File: src/design/bdq_pkg.sv
// Shared codes, state type and default sizes for the bounded deque.
package bdq_pkg;

	localparam int DEPTH_DEFAULT     = 16;
	localparam int WORD_BITS_DEFAULT = 32;

	localparam int KIND_BITS   = 3;
	localparam int STATUS_BITS = 2;

	localparam logic [KIND_BITS-1:0] KIND_PUSH_FRONT = 3'd0;
	localparam logic [KIND_BITS-1:0] KIND_PUSH_BACK  = 3'd1;
	localparam logic [KIND_BITS-1:0] KIND_POP_FRONT  = 3'd2;
	localparam logic [KIND_BITS-1:0] KIND_POP_BACK   = 3'd3;
	localparam logic [KIND_BITS-1:0] KIND_DUMP       = 3'd4;

	localparam logic [STATUS_BITS-1:0] STAT_OK    = 2'd0;
	localparam logic [STATUS_BITS-1:0] STAT_EMPTY = 2'd1;
	localparam logic [STATUS_BITS-1:0] STAT_FULL  = 2'd2;

	typedef enum logic [1:0] {
		ST_IDLE,
		ST_POP_RD,
		ST_DUMP
	} state_t;

endpackage

File: src/design/bounded_deque_with_dump_core.sv
// Top level of the bounded double-ended queue with dump.
// Requests enter on the slave stream: tuser carries the kind (push front, push back,
// pop front, pop back, dump) and tdata the word to push. Results leave on the master
// stream: tuser carries the status (ok, empty, full), tdata the popped or dumped word
// (zero otherwise) and tlast marks the final result of a request. Words sit in a ring
// inside one synchronous RAM with a registered read. A push or any request answered
// without a RAM read is registered directly; a pop reads the RAM, then registers the
// result; a dump reads the RAM once per word, paced by the output. A request
// register in front lets the next transaction be taken while a result waits. Unused
// kind codes are dropped without a result. The RAM needs no clearing after reset.
module bounded_deque_with_dump_core #(
	parameter int DEPTH     = bdq_pkg::DEPTH_DEFAULT,
	parameter int WORD_BITS = bdq_pkg::WORD_BITS_DEFAULT
) (
	input  logic                                 clk,
	input  logic                                 arst_n,
	input  logic                                 s_tvalid,
	output logic                                 s_tready,
	input  logic [((WORD_BITS+7)/8)*8-1:0]       s_tdata,   // push_value
	input  logic [bdq_pkg::KIND_BITS-1:0]        s_tuser,   // kind
	output logic                                 m_tvalid,
	input  logic                                 m_tready,
	output logic [((WORD_BITS+7)/8)*8-1:0]       m_tdata,   // word_out
	output logic [bdq_pkg::STATUS_BITS-1:0]      m_tuser,   // status
	output logic                                 m_tlast    // last_of_run
);

	localparam int AW = $clog2(DEPTH);
	localparam int DW = ((WORD_BITS+7)/8)*8;

	function automatic logic [AW-1:0] ring_add(input logic [AW-1:0] base,
			input logic [AW:0] off);
		logic [AW:0] sum;
		sum = {1'b0, base} + off;
		if (sum >= (AW+1)'(DEPTH)) begin
			sum = sum - (AW+1)'(DEPTH);
		end
		return sum[AW-1:0];
	endfunction

	// request register
	logic                           req_valid_q;
	logic [bdq_pkg::KIND_BITS-1:0]  req_kind_q;
	logic [WORD_BITS-1:0]           req_value_q;

	// ring state
	logic [AW-1:0]  front_q, front_d;
	logic [AW:0]    occ_q, occ_d;
	logic [AW-1:0]  rd_ptr_q, rd_ptr_d;
	logic [AW:0]    rem_q, rem_d;
	bdq_pkg::state_t state_q, state_d;

	// output register
	logic                             o_valid_q;
	logic [bdq_pkg::STATUS_BITS-1:0]  o_status_q;
	logic [WORD_BITS-1:0]             o_word_q;
	logic                             o_last_q;

	logic                             o_load;
	logic [bdq_pkg::STATUS_BITS-1:0]  o_status_d;
	logic [WORD_BITS-1:0]             o_word_d;
	logic                             o_last_d;

	logic                 ram_we;
	logic [AW-1:0]        ram_waddr;
	logic                 ram_re;
	logic [AW-1:0]        ram_raddr;
	logic [WORD_BITS-1:0] ram_rdata;

	logic out_free;
	logic is_full;
	logic is_empty;
	logic req_take;

	assign out_free = !o_valid_q || m_tready;
	assign is_full  = (occ_q == (AW+1)'(DEPTH));
	assign is_empty = (occ_q == '0);
	assign req_take = req_valid_q && out_free && (state_q == bdq_pkg::ST_IDLE);
	assign s_tready = !req_valid_q || req_take;

	always_ff @(posedge clk or negedge arst_n) begin
		if (!arst_n) begin
			req_valid_q <= 1'b0;
		end else if (s_tvalid && s_tready) begin
			req_valid_q <= 1'b1;
		end else if (req_take) begin
			req_valid_q <= 1'b0;
		end
	end

	always_ff @(posedge clk) begin
		if (s_tvalid && s_tready) begin
			req_kind_q  <= s_tuser;
			req_value_q <= s_tdata[WORD_BITS-1:0];
		end
	end

	// next state
	always_comb begin
		state_d = state_q;
		unique case (state_q)
			bdq_pkg::ST_IDLE: begin
				if (req_take) begin
					if ((req_kind_q == bdq_pkg::KIND_POP_FRONT ||
						req_kind_q == bdq_pkg::KIND_POP_BACK) && !is_empty) begin
						state_d = bdq_pkg::ST_POP_RD;
					end else if (req_kind_q == bdq_pkg::KIND_DUMP && !is_empty) begin
						state_d = bdq_pkg::ST_DUMP;
					end
				end
			end
			bdq_pkg::ST_POP_RD: begin
				if (out_free) begin
					state_d = bdq_pkg::ST_IDLE;
				end
			end
			bdq_pkg::ST_DUMP: begin
				if (out_free && rem_q == (AW+1)'(1)) begin
					state_d = bdq_pkg::ST_IDLE;
				end
			end
			default: state_d = bdq_pkg::ST_IDLE;
		endcase
	end

	// datapath control
	always_comb begin
		front_d    = front_q;
		occ_d      = occ_q;
		rd_ptr_d   = rd_ptr_q;
		rem_d      = rem_q;
		ram_we     = 1'b0;
		ram_waddr  = front_q;
		ram_re     = 1'b0;
		ram_raddr  = front_q;
		o_load     = 1'b0;
		o_status_d = bdq_pkg::STAT_OK;
		o_word_d   = '0;
		o_last_d   = 1'b1;
		unique case (state_q)
			bdq_pkg::ST_IDLE: begin
				if (req_take) begin
					unique case (req_kind_q)
						bdq_pkg::KIND_PUSH_FRONT, bdq_pkg::KIND_PUSH_BACK: begin
							o_load = 1'b1;
							if (is_full) begin
								o_status_d = bdq_pkg::STAT_FULL;
							end else begin
								ram_we = 1'b1;
								occ_d  = occ_q + (AW+1)'(1);
								if (req_kind_q == bdq_pkg::KIND_PUSH_FRONT) begin
									front_d   = ring_add(front_q, (AW+1)'(DEPTH-1));
									ram_waddr = front_d;
								end else begin
									ram_waddr = ring_add(front_q, occ_q);
								end
							end
						end
						bdq_pkg::KIND_POP_FRONT, bdq_pkg::KIND_POP_BACK: begin
							if (is_empty) begin
								o_load     = 1'b1;
								o_status_d = bdq_pkg::STAT_EMPTY;
							end else begin
								ram_re = 1'b1;
								occ_d  = occ_q - (AW+1)'(1);
								if (req_kind_q == bdq_pkg::KIND_POP_FRONT) begin
									ram_raddr = front_q;
									front_d   = ring_add(front_q, (AW+1)'(1));
								end else begin
									ram_raddr = ring_add(front_q, occ_q - (AW+1)'(1));
								end
							end
						end
						bdq_pkg::KIND_DUMP: begin
							if (is_empty) begin
								o_load     = 1'b1;
								o_status_d = bdq_pkg::STAT_EMPTY;
							end else begin
								ram_re    = 1'b1;
								ram_raddr = front_q;
								rd_ptr_d  = ring_add(front_q, (AW+1)'(1));
								rem_d     = occ_q;
							end
						end
						default: ;  // drop unused kinds
					endcase
				end
			end
			bdq_pkg::ST_POP_RD: begin
				if (out_free) begin
					o_load   = 1'b1;
					o_word_d = ram_rdata;
				end
			end
			bdq_pkg::ST_DUMP: begin
				if (out_free) begin
					o_load   = 1'b1;
					o_word_d = ram_rdata;
					o_last_d = (rem_q == (AW+1)'(1));
					if (rem_q != (AW+1)'(1)) begin
						// advance to the next stored word
						ram_re    = 1'b1;
						ram_raddr = rd_ptr_q;
						rd_ptr_d  = ring_add(rd_ptr_q, (AW+1)'(1));
						rem_d     = rem_q - (AW+1)'(1);
					end
				end
			end
			default: ;
		endcase
	end

	always_ff @(posedge clk or negedge arst_n) begin
		if (!arst_n) begin
			state_q  <= bdq_pkg::ST_IDLE;
			front_q  <= '0;
			occ_q    <= '0;
			rd_ptr_q <= '0;
			rem_q    <= '0;
		end else begin
			state_q  <= state_d;
			front_q  <= front_d;
			occ_q    <= occ_d;
			rd_ptr_q <= rd_ptr_d;
			rem_q    <= rem_d;
		end
	end

	always_ff @(posedge clk or negedge arst_n) begin
		if (!arst_n) begin
			o_valid_q <= 1'b0;
		end else if (o_load) begin
			o_valid_q <= 1'b1;
		end else if (m_tready) begin
			o_valid_q <= 1'b0;
		end
	end

	always_ff @(posedge clk) begin
		if (o_load) begin
			o_status_q <= o_status_d;
			o_word_q   <= o_word_d;
			o_last_q   <= o_last_d;
		end
	end

	bdq_ram #(
		.WIDTH(WORD_BITS),
		.DEPTH(DEPTH)
	) u_ram (
		.clk   (clk),
		.we    (ram_we),
		.waddr (ram_waddr),
		.wdata (req_value_q),
		.re    (ram_re),
		.raddr (ram_raddr),
		.rdata (ram_rdata)
	);

	assign m_tvalid = o_valid_q;
	assign m_tdata  = DW'(o_word_q);
	assign m_tuser  = o_status_q;
	assign m_tlast  = o_last_q;

endmodule

File: src/design/bdq_ram.sv
// Generic single-port-write, single-port-read RAM with registered read data.
module bdq_ram #(
	parameter int WIDTH = 32,
	parameter int DEPTH = 16
) (
	input  logic                     clk,
	input  logic                     we,
	input  logic [$clog2(DEPTH)-1:0] waddr,
	input  logic [WIDTH-1:0]         wdata,
	input  logic                     re,
	input  logic [$clog2(DEPTH)-1:0] raddr,
	output logic [WIDTH-1:0]         rdata
);

	logic [WIDTH-1:0] mem [DEPTH];

	always_ff @(posedge clk) begin
		if (we) begin
			mem[waddr] <= wdata;
		end
	end

	// hold read data until the next read
	always_ff @(posedge clk) begin
		if (re) begin
			rdata <= mem[raddr];
		end
	end

endmodule
File: config.mk
export PLATFORM = sky130hd
export DESIGN_NAME = bounded_deque_with_dump_core
export DESIGN_NICKNAME = d
export VERILOG_FILES = /design/src/design/bdq_pkg.sv /design/src/design/bounded_deque_with_dump_core.sv /design/src/design/bdq_ram.sv
export SDC_FILE = /design/constraint.sdc
export NUM_CORES = 1
export LEC_CHECK = 0
export ABC_CLOCK_PERIOD_IN_PS = 4660
export BUFFER_PORTS_ARGS = -buffer_cell sky130_fd_sc_hd__buf_2
export CAP_MARGIN = 40
export CORE_MARGIN = 5
export CORE_UTILIZATION = 56
export CTS_CLUSTER_SIZE = 16
export DETAILED_ROUTE_END_ITERATION = 16
export PLACE_DENSITY_LB_ADDON = 0.3
export RECOVER_POWER = 25
export SETUP_SLACK_MARGIN = 0.1
export SYNTH_ARGS = -nofsm -noshare
export SYNTH_HDL_FRONTEND = slang
export SYNTH_HIERARCHICAL = 1
export SYNTH_SLANG_ARGS = --single-unit
File: constraint.sdc
create_clock -name clk -period 4.66 [get_ports clk]
set_clock_uncertainty 0.15 [all_clocks]
set_input_delay 0.932 -clock clk [delete_from_list [all_inputs] [get_ports clk]]
set_output_delay 0.932 -clock clk [all_outputs]
set_load 0.03 [all_outputs]
==> results of run 1 <==
## cells by family (layout without fill, tap and decap cells)
logic type | after synthesis | count (layout) | share of synthesized area [%]
buf+inv | 78 | 259 | 1.48
mux | 136 | 136 | 12.1
simple gates | 177 | 177 | 3.87
other cells | 0 | 1 | 0
fa+ha+maj | 20 | 20 | 1.08
xor+xnor | 16 | 16 | 0.571
flops | 636 | 636 | 77.4
compound gates | 121 | 121 | 3.48
## metrics by stage
step | util [%] | hold WS, ns | worst slack (ns) | total power [W] | std cells
4_1_cts | 64.9 | 0.115 | 0.557 | 0.0201 | 1950
3_3_place_gp | 60.6 | 0.372 | 0.726 | 0.0153 | 1839
5_1_grt | 64.9 | 0.291 | 0.254 | 0.0209 | 1950
3_5_place_dp | 60.8 | 0.390 | 0.669 | 0.0155 | 1841
6_report | 64.9 | 0.320 | 0.566 | 0.0199 | 1951
2_1_floorplan | - | 0.352 | 0.122 | 0.0131 | 1184
## layer usage
metal | track usage [%] | part of all wire [%]
met5 | 0 | 0
met4 | 5.02 | 1.8
met3 | 4.76 | 9.1
met2 | 36.1 | 50
met1 | 32.3 | 39
## path summary, 6_finish.rpt
check,slack (ns),cells past startpoint,start,endpoint
max reg2reg,0.57,13,occ_q[0],u_ram/rdata[9]
min in group asynchronous,0.41,1,arst_n,rem_q[4]
max,0.57,13,occ_q[0],u_ram/rdata[9]
max in group asynchronous,3.20,1,arst_n,rd_ptr_q[2]
min,0.32,1,s_tdata[28],req_value_q[28]
min reg2reg,0.41,1,u_ram/rdata[6],m_tdata[6]
## power groups by stage
stage          logic [W]  registers (W)  clock network [W]
2_1_floorplan    0.00491        0.00820                  0
6_report         0.00748        0.00794            0.00450
3_5_place_dp     0.00748        0.00805                  0
5_1_grt          0.00804        0.00802            0.00484
3_3_place_gp     0.00731        0.00802                  0
4_1_cts          0.00753        0.00794            0.00458
## cell usage in the layout, fill, tap and decap left out, drive strengths merged, types with 2 or more instances in the layout
cell,Yosys,layout
o21ai,14,14
xnor2,10,10
nand2b,12,12
o22ai,3,3
inv,17,20
o211ai,3,3
o221ai,3,3
dfrtp,22,22
a21oi,22,22
or4b,2,2
clkbuf,29,77
and3,34,34
ha,18,18
nor4,2,2
nand3,18,18
xor2,6,6
clkinvlp,0,4
fa,2,2
mux4,128,128
and2,3,3
edfxtp,614,614
nor2b,5,5
a22oi,65,65
nor2,25,25
nor3,11,11
nor3b,2,2
buf,32,131
clkinv,0,26
nor4b,2,2
nand2,51,51
nand3b,2,2
mux2i,7,7
nand4,4,4
## sequential cells by signal (all words and copies together), names as in the netlist
signal and cells:
u_ram/rdata 32, front_q 4, rem_q 5, occ_q 5, m_tvalid 1, req_value_q 32, req_kind_q 3, m_tlast 1
rd_ptr_q 4, u_ram/mem 512, req_valid_q 1, state_q 2, m_tuser 2, m_tdata 32
## synthesized netlist by cell type (2+ instances only)
library cell    n
a21oi_1        21
mux2i_1         7
nor3_1         10
and3_1         34
o21ai_0        11
clkbuf_1       28
o221ai_1        3
inv_1          17
o22ai_1         3
and2_1          3
o21ai_1         3
nor2b_1         5
dfrtp_1        22
nor4_1          2
o211ai_1        3
nand2_1        51
nand4_1         3
mux4_2        128
nand3b_1        2
buf_4           9
a22oi_1        65
or4b_4          2
nor2_1         24
edfxtp_1      614
nand2b_1       12
ha_1           18
fa_1            2
xor2_1          6
buf_2          10
buf_1          10
buf_6           3
nand3_1        17
xnor2_1        10
## cell type report
type,instances,share of cell area (%)
antenna,1,0.00893
inverter,17,0.228
multi-input combinational,470,19.2
timing repair buffer,133,3.76
clock buffer,75,5.63
sequential,636,67.7
tap,585,2.61
clock inverter,34,0.799
==> impl_results.md, run 1 <==
* Final Critical Period at 4.09 ns
* Cts hold-fix bufs at 0
* Max frequency at 244 MHz
* Slowest stage cell on the critical path: mux4_2
* Worst Path Arrival at 4.30 ns
* Synth top area share at 75.2%
* Ratio of cells with drive above 1 in the final layout at 27.5%
* Vias in the first global route at 12173
* Largest net degree at the start of global routing at 49
* Number of I/O pins at 76
* Post-Place Cell Area at 26200 sq um
* Seq/Total Area, Yosys at 77.4%
* Clock sinks at 636
* P_int at 0.0132 W
* Post-route cell area at 28000 sq um
* Global-route wire length before repair at 78.6 mm
* Worst Path Buf+Inv at 4
* WL/cell at 26.9 um
* Cells after synthesis at 1184
* DIE AREA at 48100 sq um
* Layout area overhead at 14.3%
* Cell mode on critical path: buf_4
* # setup viols final at 0
* P_leak at 9.26 nW
* Post-CTS resize count at 0
* Cell taking the most area after synthesis: edfxtp_1
* Clk root buf: clkbuf_16
* IO Port Bufs at 75
* Synth warnings at 6
* Seq cells post-synth at 636
* DRT Wirelength at 52.5 mm
* Initial Util at 56.8%
* Multi-input gate area at 5390 sq um
* Die width at 219 um
* TritonRoute pass-1 iters at 5
* Syn_area_per_cell at 20.7 sq um
* Worst path required time at 4.87 ns
* Final GP Congestion at 0.826
* Final nets at 1377
* Grt ovf at 0
* Floorplan row count at 76
* Htree depth at 2
* Vias at 12082
* Register area at 19000 sq um
* Maximum VDD drop at 0.674 mV
* Core area at 43200 sq um
* Detail Route Antenna Nets at 0
* Synth top area cells: edfxtp_1, mux4_2, dfrtp_1
* Final hold vios at 0
* Tot GR Track Use at 22.4%
* Async set or reset register ratio after synthesis at 3.46%
* Slew at the pin closest to its max-slew limit at 1.27 ns
* Setup TNS at 0 ns
* Setup Fix Bufs, Post-CTS at 0
* Slew Limit Fails at 0
* Outcome: completed
* Critical-path cell list: inv_1 -> ha_1 -> nor4b_1 -> buf_4 -> nor2_1 -> nand3_1 -> mux2i_1 -> o21ai_4 -> buf_12 -> buf_4 -> mux4_2 -> a22oi_1 -> nand2_1
* Flop pwr share at 39.9%
* Mapped cell area at 24500 sq um
* Reg clk slew, reported paths at 0.07 ns
* EDFF count, synth at 614
* Most used flip-flop cell after synthesis: edfxtp_1
* Final worst path period share at 87.9%
* Crit Path Max Fanout at 18
* Initial antenna violation count at 1
* CP Capture Type: flop
* RSZ-0062 raised after global routing: no
* Worst hold path class: primary input to flop
* Fillers at 2828
* DRC viols at 0
* Critical path's largest stage delay at 0.61 ns
* Switching Power at 0.00674 W
* Number of vias per cell at 6.19
* CP Class: flop to flop
* Slew margin rel. at 15.2%
* Die span in y at 219 um
* Cell family with most CP delay: buffers and inverters
* Post-synth net total at 1243
* Clk_lat worst skew at 0.63 ns
* Post-synth cell types at 59
* Inserted Clock Buffers at 60
* Max-cap viol count at 0
* Initial DRC Count at 1243
* Clk pwr share at 22.6%
* Clock Path Buffers at 3
* Combinational share of power at 37.5%
* CTS tree: done
* Power per cell area at 711 nW/um^2
* Sw Share at 33.8%
* HPWL Detailed at 28.9 mm
* Worst Setup Start Kind: flop
Note: power is estimated with default switching activity, not from simulation.
==> inputs of run 2 (changes only) <==
Settings changed: CORE_UTILIZATION 56 to 45.
==> run 2 against run 1 <==
Setup slack lost 0.11 ns. Non-clock buffer count is 4 lower. Cell area grew 1.6%. Global-route usage shrank 4.0 points. Critical endpoint is now u_ram/rdata[28].
==> impl_results.md, run 2 (same netlist as run 1, synthesis figures left out) <==
* Number of vias per cell at 5.79
* Worst Setup Start Kind: flop
* Final GP Congestion at 0.773
* Post-CTS resize count at 0
* Path depth of the worst reg2reg path at 11
* Number of flip-flops in the largest register at 512
* Crit Path Max Fanout at 33
* Layout area overhead at 16.1%
* Worst hold path class: primary input to flop
* Hold_sp: s_tdata[14]
* Global-route wire length before repair at 81.4 mm
* TritonRoute pass-1 iters at 6
* Reg-to-reg startpoint: occ_q[0]
* Post-Place Worst Slack at 0.459 ns
* Max frequency at 238 MHz
* P_leak at 9.41 nW
* Final hold vios at 0
* Worst Path Arrival at 4.36 ns
* Largest net degree at the start of global routing at 45
* Cts hold-fix bufs at 0
* Ratio of cells with drive above 1 in the final layout at 28.1%
* Worst path required time at 4.81 ns
* Number of I/O pins at 76
* Commonest non-fill, non-tap cells in the layout: edfxtp_1, mux4_2, buf_2
* PnR worst setup slack at 0.452 ns
* Sw Share at 33.1%
* Clk pwr share at 25.3%
* # setup viols final at 0
* CP Class: flop to flop
* Max-cap viol count at 0
* Hold Path End: req_value_q[14]
* Clk root buf: clkbuf_16
* Htree depth at 3
* Final worst path period share at 90.3%
* Final nets at 1379
* Worst R2R Setup Slack at 0.45 ns
* Final Critical Period at 4.21 ns
* Critical path's largest stage delay at 0.64 ns
* Cell family with most CP delay: simple AND/OR/NAND/NOR gates
* Worst Path Buf+Inv at 2
* Floorplan row count at 85
* Clock Path Buffers at 3
* Tot GR Track Use at 18.4%
* Critical-path cell list: inv_1 -> ha_1 -> nor4b_1 -> nor2_1 -> nand3_1 -> a21oi_1 -> o221ai_4 -> buf_12 -> mux4_2 -> a22oi_1 -> nand2_1
* Combinational share of power at 36.0%
* Setup Fix Bufs, Post-CTS at 0
* Maximum VDD drop at 0.515 mV
* Die width at 243 um
* Commonest non-fill, non-tap cell in the layout: edfxtp_1
* HPWL Detailed at 29.3 mm
* DIE AREA at 59300 sq um
* Detail Route Antenna Nets at 0
* DRT Wirelength at 54.0 mm
* Power per cell area at 723 nW/um^2
* Vias in the first global route at 12478
* Pwr Total at 0.0206 W
* Clk_lat worst skew at 0.60 ns
* Post-Place Cell Area at 26300 sq um
* Setup TNS at 0 ns
* Slew Limit Fails at 0
* Flop pwr share at 38.7%
* Outcome: completed
* CTS tree: done
* Grt ovf at 0
* CP Capture Type: flop
* Min Hold Slack at 0.359 ns
* RSZ-0062 raised after global routing: no
* Slew margin rel. at 11.0%
* IO Port Bufs at 75
* Initial antenna violation count at 2
* Slew at the pin closest to its max-slew limit at 1.34 ns
* Worst hold stages at 1
* Initial Util at 45.5%
* Post-route cell area at 28500 sq um
* Reg clk slew, reported paths at 0.06 ns
* P_int at 0.0138 W
* Largest Register: u_ram/mem
* Slowest stage cell on the critical path: o221ai_4
* Capturing point of the worst reg2reg path: u_ram/rdata[28]
* DRC viols at 0
* Inserted Clock Buffers at 66
* Clock sinks at 636
* Switching Power at 0.00682 W
* WL/cell at 26.1 um
* Die span in y at 243 um
* Vias at 11978
* Core area at 53900 sq um
* Initial DRC Count at 1191
[run 2: changes by cell type in the layout (fill, tap and decap cells not counted), moves of 2 or more]
cell / delta
buf_12: +2
buf_4: -6
bufinv_16: +6
clkbuf_1: +6
clkbuf_16: +7
clkinv_1: -8
clkinv_2: +4
clkinvlp_4: -3
inv_6: +2
[run 2: per-stage QoR]
step	util, %	instances
after floorplan	-	1184
after global placement	48.8	1947
after detailed placement	48.8	1948
after CTS	52.8	2068
after global routing	52.8	2068
final	52.8	2069
[run 2: worst max path at each step]
| stage | start | to | slack (ns) | cells after the start |
|---|---|---|---|---|
| 2_1_floorplan | m_tready | u_ram/mem[1][0] | 0.12 | 7 |
| 3_3_place_gp | occ_q[0] | u_ram/rdata[28] | 0.56 | 11 |
| 3_5_place_dp | occ_q[0] | u_ram/rdata[28] | 0.46 | 11 |
| 4_1_cts | occ_q[0] | u_ram/rdata[28] | 0.45 | 11 |
| 5_1_grt | occ_q[0] | u_ram/rdata[13] | 0.17 | 12 |
| 6_report | occ_q[0] | u_ram/rdata[28] | 0.45 | 11 |
[run 2: final cells by class]
| type | count | area (sq um) |
|---|---|---|
| inverters | 17 | 63.8 |
| clock buffers | 86 | 1770 |
| repair buffers | 129 | 1020 |
| fillers | 4095 | 25400 |
| multi-input cells | 470 | 5390 |
| diodes | 1 | 2.50 |
| well taps | 696 | 871 |
| flip-flops and latches | 636 | 19000 |
| clock inverters | 34 | 377 |
[run 2: power groups by stage]
stage / combinational, W / sequential (W) / clock, W
final: 0.00741 / 0.00797 / 0.00521
after global routing: 0.00802 / 0.00806 / 0.00560
after CTS: 0.00754 / 0.00798 / 0.00536
after detailed placement: 0.00750 / 0.00809 / 0
after global placement: 0.00744 / 0.00805 / 0
after floorplan: 0.00491 / 0.00820 / 0
[run 2: worst register-to-register path, delay by kind of cell, from the launching register on]
family                     cells  cell delay [ns]
AOI/OAI and AO/OA              3             1.02
buffers and inverters          2             0.54
muxes                          1             0.34
adders and majority gates      1             0.24
DFF                            1             0.45
and+or+nand+nor                4             1.19
[run 2: per-layer routing]
layer / vias up / part of all wire [%] / global-route usage (%)
li1: 5159 / - / -
met1: 6334 / 42 / 25.9
met2: 414 / 50 / 30.1
met3: 71 / 6.0 / 2.96
met4: 0 / 1.8 / 5.39
met5: - / 0 / 0
